File: config.mk
export PLATFORM = sky130hd
export DESIGN_NAME = lfu_cache_lru_tiebreak
export DESIGN_NICKNAME = d
export VERILOG_FILES = /design/src/rtl/core/lfu_pkg.sv /design/src/rtl/core/lfu_cell.sv /design/src/rtl/core/lfu_cache_lru_tiebreak.sv
export SDC_FILE = /design/constraint.sdc
export NUM_CORES = 2
export LEC_CHECK = 0
export ABC_AREA = 0
export BUFFER_PORTS_ARGS = -buffer_cell sky130_fd_sc_hd__buf_2
export CAP_MARGIN = 10
export CORE_MARGIN = 2
export CORE_UTILIZATION = 55
export CTS_CLUSTER_DIAMETER = 150
export DETAILED_ROUTE_END_ITERATION = 8
export HOLD_SLACK_MARGIN = 0.12
export MAX_ROUTING_LAYER = met4
export PLACE_DENSITY = 0.74
export SLEW_MARGIN = 5
export SYNTH_ARGS = -nofsm -noshare
export SYNTH_HDL_FRONTEND = slang
export SYNTH_SLANG_ARGS = --single-unit
File: constraint.sdc
create_clock -name clk -period 7.08 [get_ports clk]
set_clock_uncertainty 0.2 [all_clocks]
set_input_delay 0.708 -clock clk [delete_from_list [all_inputs] [get_ports clk]]
set_output_delay 0.708 -clock clk [all_outputs]
set_load 0.005 [all_outputs]
File: src/rtl/core/lfu_pkg.sv
`default_nettype none
// ----------------------------------------------------------------------------
// lfu_pkg
// Shared constants and types for the LFU cache with LRU tie-break.
// ----------------------------------------------------------------------------
package lfu_pkg;

  localparam int Entries   = 16;
  localparam int CountBits = 16;
  localparam int StampBits = 48;
  localparam int KeyBits   = 32;
  localparam int ValBits   = 32;
  localparam int IdxBits   = $clog2(Entries);
  localparam int CapBits   = $clog2(Entries + 1);

  localparam logic FUNC_GET = 1'b0;
  localparam logic FUNC_PUT = 1'b1;

  typedef enum logic [1:0] {
    ST_IDLE,
    ST_SCAN,
    ST_APPLY,
    ST_OUT
  } state_t;

  // One entry as it travels along the row of cells.
  typedef struct packed {
    logic                 valid;
    logic [KeyBits-1:0]   key;
    logic [ValBits-1:0]   value;
    logic [CountBits-1:0] count;
    logic [StampBits-1:0] stamp;
  } slot_t;

  // Control from the sequencer to every cell.
  typedef struct packed {
    logic                 shift;
    logic                 write;
    logic [IdxBits-1:0]   wr_idx;
    slot_t                wr_slot;
  } cell_ctl_t;

endpackage
`default_nettype wire

File: src/rtl/core/lfu_cell.sv
`default_nettype none
// ----------------------------------------------------------------------------
// lfu_cell
// One cache slot. During a scan the row rotates, each cell passing its
// entry to its neighbor, so slot 0's position sees every entry in turn.
// ----------------------------------------------------------------------------
module lfu_cell (
  input  wire logic              clk,
  input  wire logic              rst,
  input  wire logic [lfu_pkg::IdxBits-1:0] my_idx,
  input  wire lfu_pkg::cell_ctl_t ctl,
  input  wire lfu_pkg::slot_t    from_next,
  output lfu_pkg::slot_t         held
);
  import lfu_pkg::*;

  slot_t data;

  always_ff @(posedge clk) begin
    if (ctl.shift) begin
      data <= from_next;
    end else if (ctl.write && ctl.wr_idx == my_idx) begin
      data <= ctl.wr_slot;
    end
    if (rst) begin
      data.valid <= 1'b0;
    end
  end

  assign held = data;

endmodule
`default_nettype wire

File: src/rtl/core/lfu_cache_lru_tiebreak.sv
`default_nettype none
// ----------------------------------------------------------------------------
// lfu_cache_lru_tiebreak
// Fully associative cache, LFU replacement with LRU tie-break, built as a
// rotating row of slot cells and a scan sequencer.
// ----------------------------------------------------------------------------
//  channel | signals                              | direction
//  in      | in_valid, in_stall, func, lookup_key,| into block
//          | write_value                          |
//  out     | out_valid, out_stall, hit, read_value| out of block
//  cfg     | cfg_valid, cfg_ready, entries_in_use | into block
//
// Each item passes through an accept step, a scan in which the row rotates
// a full turn past the compare logic at slot 0, and an apply step; a get
// adds an output state that holds its result in the output register.
// Reset is synchronous and clears valid bits, fill count and access counter.
// A stalled result blocks the next item until it is transferred.
// ----------------------------------------------------------------------------
module lfu_cache_lru_tiebreak (
  input  wire logic        clk,
  input  wire logic        rst,
  input  wire logic        in_valid,
  output logic             in_stall,
  input  wire logic        func,
  input  wire logic [31:0] lookup_key,
  input  wire logic signed [31:0] write_value,
  output logic             out_valid,
  input  wire logic        out_stall,
  output logic             hit,
  output logic signed [31:0] read_value,
  input  wire logic        cfg_valid,
  output logic             cfg_ready,
  input  wire logic [4:0]  entries_in_use
);
  import lfu_pkg::*;

  state_t state, state_next;
  logic [4:0] cap_reg;
  logic [CapBits-1:0] cap;
  logic [CapBits-1:0] filled;
  logic [StampBits-1:0] acc;
  logic [IdxBits:0] step;
  logic op;
  logic [KeyBits-1:0] key;
  logic [ValBits-1:0] val;
  logic found;
  logic [IdxBits-1:0] found_idx;
  logic [IdxBits-1:0] vic_idx;
  logic [CountBits-1:0] vic_count;
  logic [StampBits-1:0] vic_stamp;
  logic vic_any;
  slot_t found_slot;

  slot_t     row [Entries];
  cell_ctl_t ctl;

  for (genvar g = 0; g < Entries; g++) begin : g_cell
    lfu_cell u_cell (
      .clk(clk), .rst(rst), .my_idx(IdxBits'(g)), .ctl(ctl),
      .from_next(row[(g + 1) % Entries]), .held(row[g])
    );
  end

  assign cap = (cap_reg > 5'(Entries)) ? CapBits'(Entries) : CapBits'(cap_reg);
  assign cfg_ready = 1'b1;
  assign in_stall = (state != ST_IDLE);

  // Original index of the entry now at position 0 is the step count.
  logic [IdxBits-1:0] cur_idx;
  logic cur_in;
  slot_t cur;
  assign cur_idx = step[IdxBits-1:0];
  assign cur = row[0];
  assign cur_in = ({1'b0, step} < (IdxBits+2)'(cap));

  always_ff @(posedge clk) begin
    if (rst) begin
      state   <= ST_IDLE;
      cap_reg <= 5'(Entries);
      filled  <= '0;
      acc     <= '0;
      out_valid <= 1'b0;
    end else begin
      state <= state_next;
      if (cfg_valid && cfg_ready) cap_reg <= entries_in_use;
      if (state == ST_IDLE && in_valid) begin
        acc <= acc + 1'b1;
        op <= func; key <= lookup_key; val <= write_value;
        step <= '0; found <= 1'b0; vic_any <= 1'b0;
      end
      if (state == ST_SCAN) begin
        step <= step + 1'b1;
        if (cur_in && cur.valid && cur.key == key && !found) begin
          found <= 1'b1; found_idx <= cur_idx; found_slot <= cur;
        end
        if (cur_in && (!vic_any || cur.count < vic_count ||
            (cur.count == vic_count && cur.stamp < vic_stamp))) begin
          vic_any <= 1'b1; vic_idx <= cur_idx;
          vic_count <= cur.count; vic_stamp <= cur.stamp;
        end
      end
      if (state == ST_APPLY) begin
        if (op == FUNC_PUT && cap != '0 && !found && filled < cap)
          filled <= filled + 1'b1;
        if (op == FUNC_GET) begin
          out_valid <= 1'b1;
          hit <= found;
          read_value <= found ? found_slot.value : '1;
        end
      end
      if (out_valid && !out_stall) out_valid <= 1'b0;
    end
  end

  always_comb begin
    state_next = state;
    ctl = '0;
    case (state)
      ST_IDLE:  if (in_valid) state_next = ST_SCAN;
      ST_SCAN: begin
        ctl.shift = 1'b1;
        if (step == (IdxBits+1)'(Entries - 1)) state_next = ST_APPLY;
      end
      ST_APPLY: begin
        state_next = (op == FUNC_GET) ? ST_OUT : ST_IDLE;
        ctl.wr_slot.valid = 1'b1;
        ctl.wr_slot.stamp = acc;
        if (found) begin
          ctl.write = 1'b1;
          ctl.wr_idx = found_idx;
          ctl.wr_slot.key = found_slot.key;
          ctl.wr_slot.value = (op == FUNC_PUT) ? val : found_slot.value;
          ctl.wr_slot.count = found_slot.count + CountBits'(~&found_slot.count);
        end else if (op == FUNC_PUT && cap != '0) begin
          ctl.write = 1'b1;
          ctl.wr_idx = (filled < cap) ? filled[IdxBits-1:0] : vic_idx;
          ctl.wr_slot.key = key;
          ctl.wr_slot.value = val;
          ctl.wr_slot.count = CountBits'(1);
        end
      end
      ST_OUT: if (!out_valid || !out_stall) state_next = ST_IDLE;
      default: state_next = ST_IDLE;
    endcase
  end

  a_no_overlap: assert property (@(posedge clk) disable iff (rst)
    (state != ST_IDLE) |-> in_stall) else $error("accept while busy");
  a_fill_cap: assert property (@(posedge clk) disable iff (rst)
    filled <= CapBits'(Entries)) else $error("fill count beyond slots");
  a_get_result: assert property (@(posedge clk) disable iff (rst)
    (state == ST_APPLY && op == FUNC_GET) |=> out_valid)
    else $error("get without result");

endmodule
`default_nettype wire

# After elaboration in Yosys (flattened, before gate mapping)
# Index checks and enable logic that the tools add are counted.
dict set report word_totals {
  input_bits 75
  reg_bits 2382
  out_inout_bits 36
  word_cells 254
}
dict set report op_classes {
  muxes 54
  bitwise 2
  reduce_logical 65
  addsub 4
  order_cmp 5
  n_eq_ne 24
}
# op count
set ops {}
lappend ops {{129-bit 2-to-1 mux} 32}
lappend ops {{80-bit 2-to-1 mux} 2}
lappend ops {{134-bit 2-to-1 mux} 1}
lappend ops {{48-bit by 1-bit adder with 48-bit output, second input constant} 1}
lappend ops {{48-bit less-than comparator} 1}
lappend ops {{2-bit nonzero test} 18}
lappend ops {{32-bit == test} 1}
lappend ops {{4-bit == test, second input constant} 8}
lappend ops {{32-bit 2-to-1 mux} 1}
lappend ops {{1-bit logical AND} 26}
lappend ops {{5-bit 2-to-1 mux} 5}
lappend ops {{16-bit by 1-bit adder with 16-bit output} 1}
lappend ops {{16-bit == test} 1}
lappend ops {{4-bit by 3-bit == test with 1-bit output, second input constant} 4}
lappend ops {{16-bit less-than comparator} 1}
lappend ops {{16-bit AND reduction} 1}
lappend ops {{3-bit AND reduction} 4}
lappend ops {{5-bit by 1-bit adder with 5-bit output, second input constant} 2}
lappend ops {{5-bit less-than comparator} 2}
lappend ops {{4-bit by 2-bit == test with 1-bit output, second input constant} 2}
lappend ops {{2-bit 2-to-1 mux} 4}
lappend ops {{2-bit case mux with 4 select lines} 1}
lappend ops {{2-bit AND reduction} 4}
lappend ops {{1-bit 2-to-1 mux} 7}
lappend ops {{15 further kinds} 24}

# Logic depth before layout (Yosys ltp)
dict set report logic_depth {
  ltp_word 11
  ltp_mapped 14
}

# By module
# A second synthesis with hierarchy kept.
dict set report unflattened {
  cells_unflattened 5693
  hier_area_um2 108331.4
}
# module area_each_um2 n_inst cells_each
set modules_own_cells {}
lappend modules_own_cells {lfu_cell 5870.6 16 283}
lappend modules_own_cells {lfu_cache_lru_tiebreak 14401.3 1 1165}

# Least setup slack after synthesis
# OpenSTA, ideal clock, no wires.
dict set report synth_path {
  path_kind {register to register}
  from {register g_cell[0].u_cell.data, in the netlist g_cell[0].u_cell.held[1]}
  to {register vic_count[0], enable pin}
  slack_ns 0.033
  path_stages_with_launch 9
  t_arrival_ns 6.270
  period_less_slack_ns 7.047
  path_cell_list {edfxtp_1 > ha_1 > o21ai_0 > a21oi_1 > o31a_1 > o21ai_0 > a41oi_1 > o31a_1 > nor3_1}
}
dict set report synth_between {
  elab_chain_len 5
}
# element line
set synth_lines {}
lappend synth_lines {{from (decl)} lfu_cell.sv:17} ;# slot_t data;
lappend synth_lines {{from (signal assigned)} lfu_cell.sv:21} ;# data <= from_next;
lappend synth_lines {{from (signal assigned)} lfu_cell.sv:23} ;# data <= ctl.wr_slot;
lappend synth_lines {{48-bit less-than comparator} lfu_cache_lru_tiebreak.sv:97} ;# (cur.count == vic_count && cur.stamp < vic_stamp))) begin
lappend synth_lines {{1-bit logical AND} lfu_cache_lru_tiebreak.sv:97}
lappend synth_lines {{1-bit logical OR} lfu_cache_lru_tiebreak.sv:96} ;# if (cur_in && (!vic_any || cur.count < vic_count ||
lappend synth_lines {{1-bit logical AND} lfu_cache_lru_tiebreak.sv:96}
lappend synth_lines {{3-bit AND reduction (no source line)} --}
lappend synth_lines {{to (signal assigned)} lfu_cache_lru_tiebreak.sv:99} ;# vic_count <= cur.count; vic_stamp <= cur.stamp;
lappend synth_lines {{to (decl)} lfu_cache_lru_tiebreak.sv:49} ;# logic [CountBits-1:0] vic_count;
# Every way passes these cells.
# A chain may end at the register's enable or synchronous reset.

# Final worst setup path
dict set report layout_path {
  from {register cap_reg[4]}
  to {register g_cell[8].u_cell.data, in the netlist g_cell[8].u_cell.held[18], enable pin}
}
dict set report layout_between {
  elab_chain_len 10
}
# element line
set layout_lines {}
lappend layout_lines {{from (decl)} lfu_cache_lru_tiebreak.sv:38} ;# logic [4:0] cap_reg;
lappend layout_lines {{from (signal assigned)} lfu_cache_lru_tiebreak.sv:79} ;# cap_reg <= 5'(Entries);
lappend layout_lines {{from (signal assigned)} lfu_cache_lru_tiebreak.sv:85} ;# if (cfg_valid && cfg_ready) cap_reg <= entries_in_use;
lappend layout_lines {{5-bit greater-than comparator} lfu_cache_lru_tiebreak.sv:64} ;# assign cap = (cap_reg > 5'(Entries)) ? CapBits'(Entries) : CapBits'(cap_reg);
lappend layout_lines {{5-bit 2-to-1 mux (*)} lfu_cache_lru_tiebreak.sv:64}
lappend layout_lines {{5-bit less-than comparator / 5-bit nonzero test (equally long branches)} {lfu_cache_lru_tiebreak.sv:136, lfu_cache_lru_tiebreak.sv:134}}
lappend layout_lines {{4-bit 2-to-1 mux / 1-bit logical AND (equally long branches)} {lfu_cache_lru_tiebreak.sv:136, lfu_cache_lru_tiebreak.sv:134}}
lappend layout_lines {{5-bit 2-to-1 mux (*)} lfu_cache_lru_tiebreak.sv:134} ;# end else if (op == FUNC_PUT && cap != '0) begin
lappend layout_lines {{5-bit 2-to-1 mux (*)} lfu_cache_lru_tiebreak.sv:128} ;# if (found) begin
lappend layout_lines {{134-bit 2-to-1 mux (*)} lfu_cache_lru_tiebreak.sv:118} ;# case (state)
lappend layout_lines {{4-bit == test} lfu_cell.sv:22} ;# end else if (ctl.write && ctl.wr_idx == my_idx) begin
lappend layout_lines {{1-bit logical AND (*)} lfu_cell.sv:22}
lappend layout_lines {{2-bit nonzero test (no source line) (*)} --}
lappend layout_lines {{to (signal assigned)} lfu_cell.sv:21}
lappend layout_lines {{to (signal assigned)} lfu_cell.sv:23}
lappend layout_lines {{to (decl)} lfu_cell.sv:17}
# Every way passes the cells marked *; elsewhere a longest branch is shown, timed or not.

==> results.md <==
* Worst-margin pin slew at 1.31 ns
* Simple-gate share of the synthesized area at 0.0246
* Vias in the first global route at 49,212
* FMAX at 0.213 GHz
* Die W at 417 µm
* Total CTS buffers at 225
* Post-synthesis xor/xnor area fraction at 0.00795
* Reg2Reg Setup Slack at 2.39 ns
* Setup TNS at 0 ns
* Worst setup margin at 2.39 ns
* RePlAce Congestion at 0.844
* Worst skew pair latency at 0.88 ns
* Final Slew Violations at 0
* RSZ-0062 raised after global routing: no
* Synth cell types at 66
* CP cell instances: inv_1, nand2_1, ha_1, o211ai_1, o21a_1, or2_2, a221oi_2, a21boi_1, nand2_1, nand2_4, buf_12
* CP max stage delay at 0.80 ns
* Syn Area/Cell at 16.3 µm²
* Routed wire length at 195,000 µm
* Status: finished, final reports clean
* Core area at 0.169 mm²
* Area Overhead vs Synth at 11.0%
* Buf+Inv Stages, Crit Path at 2
* Slew headroom at 0.126
* Clock slew at reported path FFs at 0.06 ns
* Switching fraction of total power at 0.230
* Flop pwr share at 0.551
* CP max stage cell: nand2_4
* Fin crit share at 0.662
* Ys async rst share at 0
* TritonRoute pass-1 iters at 6
* Final Setup Violations at 0
* Gr ovfl total at 0
* Post-synthesis cell area at 0.0937 mm²
* Setup WS pre-CTS at 2.43 ns
* Pwr Density at 306 mW/mm²
* Startpoint type of the worst setup path: flip-flop
* Internal power at 24,500 µW
* Pleak at 0.0507 µW
* Post-synth EDFFs at 2,305
* Vias at 49,748
* H-tree depth at 4
* # DRC at 0
* Crit Path Class: reg -> reg
* Worst hold slack at 0.216 ns
* Num ports at 111
* Largest family of logic cells by synthesized area: compound AO/OA/AOI/OAI gates
* Max-Cap Viols at 0
* Pin count of the biggest net entering global routing at 256
* DR vias/cell at 6.08
* Clock Sinks at 2,382
* Final #Nets at 5,927
* Port buffer count at 109
* Top_reg_cell synth: edfxtp_1
* WL/cell at 23.9 µm
* Mux cell area share after synthesis at 0.000534
* Hold Crit Class: in -> reg
* # resized after CTS at 0
* Worst VDD drop at 0.296 mV
* Combinational share of power at 0.080
* CP most frequent cell: nand2_1
* Hold Vio Cnt, Final at 0
* Starting density of the core at 0.553
* Yosys reg bits at 2,382
* Synth warn at 0
* CP required at 7.33 ns
* CTS tree: yes
* Clock network power share at 0.369
* Clock Tree Buf Depth at 3
* Initial antenna violation count at 5
* Remaining antenna violation count after routing at 0
* Share of cells above drive strength 1 at 0.0907
* Root Buffer: clkbuf_16
* Design area at 0.104 mm²
* Cell row count at 151
* CP arrival at 4.94 ns
* Worst Setup End Kind: flip-flop
* Syn_nets at 5,898
* Max reg flops at 2,064
* Compound-gate portion of the synthesized area at 0.179
* DP Wirelength at 105,000 µm
* Dpl cell area at 0.0960 mm²
* Drt first-iter violations at 6,058
* CP delay by family, top: simple AND/OR/NAND/NOR gates
* Synth Area in Adders at 0.0103
* Crit Path Max Fanout at 68
* Cells after synthesis at 5,746
* Die Y at 417 µm
* NetSw at 7340 µW
* Post-synthesis sequential area ratio at 0.755
* Period minus WS final at 4.69 ns
* Die area at 0.174 mm²
* Total GRT Usage at 0.230
* First-pass GRT wire length at 300,000 µm
repair_timing:
item / in CTS / in global routing
hold endpoints to repair: 72 / 0
hold buffers: 76 / 0
setup endpoints to repair: 0 / 0
buffers inserted: 0 / 0
synthesized netlist by cell type, drive strengths merged (2+ instances only):
library cell | count | area, µm²
and3 | 11 | 68.8
clkbuf | 362 | 1360
and4 | 7 | 61.3
a211oi | 7 | 57.6
inv | 73 | 274
or2 | 2 | 12.5
nor2 | 90 | 338
o21a | 4 | 30.0
nor3 | 13 | 81.3
dfxtp | 77 | 1540
o2111ai | 3 | 26.3
a22o | 65 | 607
o21ai | 32 | 171
xnor2 | 21 | 184
o211ai | 4 | 30.0
or4 | 3 | 26.3
ha | 77 | 963
and2 | 49 | 307
nor3b | 6 | 50.1
o31a | 2 | 17.5
a21oi | 35 | 175
edfxtp | 2305 | 69200
xor2 | 64 | 561
mux2i | 5 | 50.1
a21o | 2058 | 15500
buf | 86 | 448
a31oi | 16 | 100
or3 | 15 | 93.8
nor2b | 6 | 37.5
nand3 | 34 | 170
nand2 | 106 | 398
nor4 | 15 | 109
nand2b | 44 | 275
nand4 | 31 | 206
nor4b | 2 | 17.5
a221oi | 2 | 23.8
cell usage in the layout, fill, tap and decap left out, types with 16 or more instances in the layout:
cell           Yosys  routed
edfxtp_1        2305    2305
a21o_1          2057    2057
clkbuf_16          0     226
buf_2             79     109
nand2_1          106      90
nor2_1            90      87
ha_1              77      77
dfxtp_1           77      77
dlygate4sd3_1      0      76
inv_1             73      73
xor2_1            64      64
clkbuf_1         362      64
clkinv_1           1      53
and2_1            48      47
buf_4              1      46
nand2b_1          44      43
a21oi_1           35      35
a22o_1            35      35
nand3_1           34      34
o21ai_0           30      30
a22o_2            30      30
clkinv_2           0      30
nand4_1           29      29
xnor2_1           21      21
buf_12             0      19
bufinv_16          0      17
nand2_4            0      16
a31oi_1           16      16
metal layers:
layer / global-route usage / part of all wire / vias to the layer above
met1: 0.329 / 0.44 / 25740
met4: 0.0615 / 0.022 / 0
met5: - / 0 / -
met3: 0.0300 / 0.062 / 289
li1: - / - / 22038
met2: 0.355 / 0.48 / 1681
through the flow:
stage | std cells | utilization | total power, µW
4_1_cts | 8177 | 0.614 | 32100
2_1_floorplan | 5746 | - | 19500
3_3_place_gp | 7686 | 0.567 | 20300
5_1_grt | 8184 | 0.614 | 32900
3_5_place_dp | 7686 | 0.567 | 20300
6_report | 8186 | 0.614 | 31900
cell type report:
class	count	area, µm²
repair buffers	250	2030
clock inverters	123	1250
multi-input cells	2842	21000
inverters	74	278
diodes	5	12.5
clock buffers	292	5920
flip-flops and latches	2382	70800
well taps	2218	2780
fillers	11957	65300
power groups by stage:
| stage | Combinational [µW] | Sequential (µW) | Clock, µW |
|---|---|---|---|
| 5_1_grt | 2790 | 17600 | 12400 |
| 6_report | 2560 | 17500 | 11800 |
| 3_5_place_dp | 2530 | 17800 | 0 |
| 2_1_floorplan | 1730 | 17800 | 0 |
| 3_3_place_gp | 2470 | 17800 | 0 |
| 4_1_cts | 2590 | 17500 | 11900 |
cell families after synthesis:
family | after synthesis
and+or+nand+nor | 439
xor gates and xnor gates | 85
DFF | 2382
adders and majority gates | 77
buffers and inverters | 522
AOI/OAI and AO/OA | 2235
other | 1
muxes | 5
path summary, 6_finish.rpt:
check	start	cells past startpoint	to
worst max-delay path	cap_reg[4]	11	g_cell[8].u_cell.held[18]
worst min-delay path	in_valid	4	acc[1]
worst max register to register	cap_reg[4]	11	g_cell[8].u_cell.held[18]
worst min register to register	g_cell[0].u_cell.held[95]	0	found_slot[95]
worst min-delay path, cell delays in order:
cell	delay, ns
buf_2	0.15
nor3b_2	0.23
nand2_1	0.09
a21oi_1	0.05
Note: power is estimated with default switching activity, not from simulation.
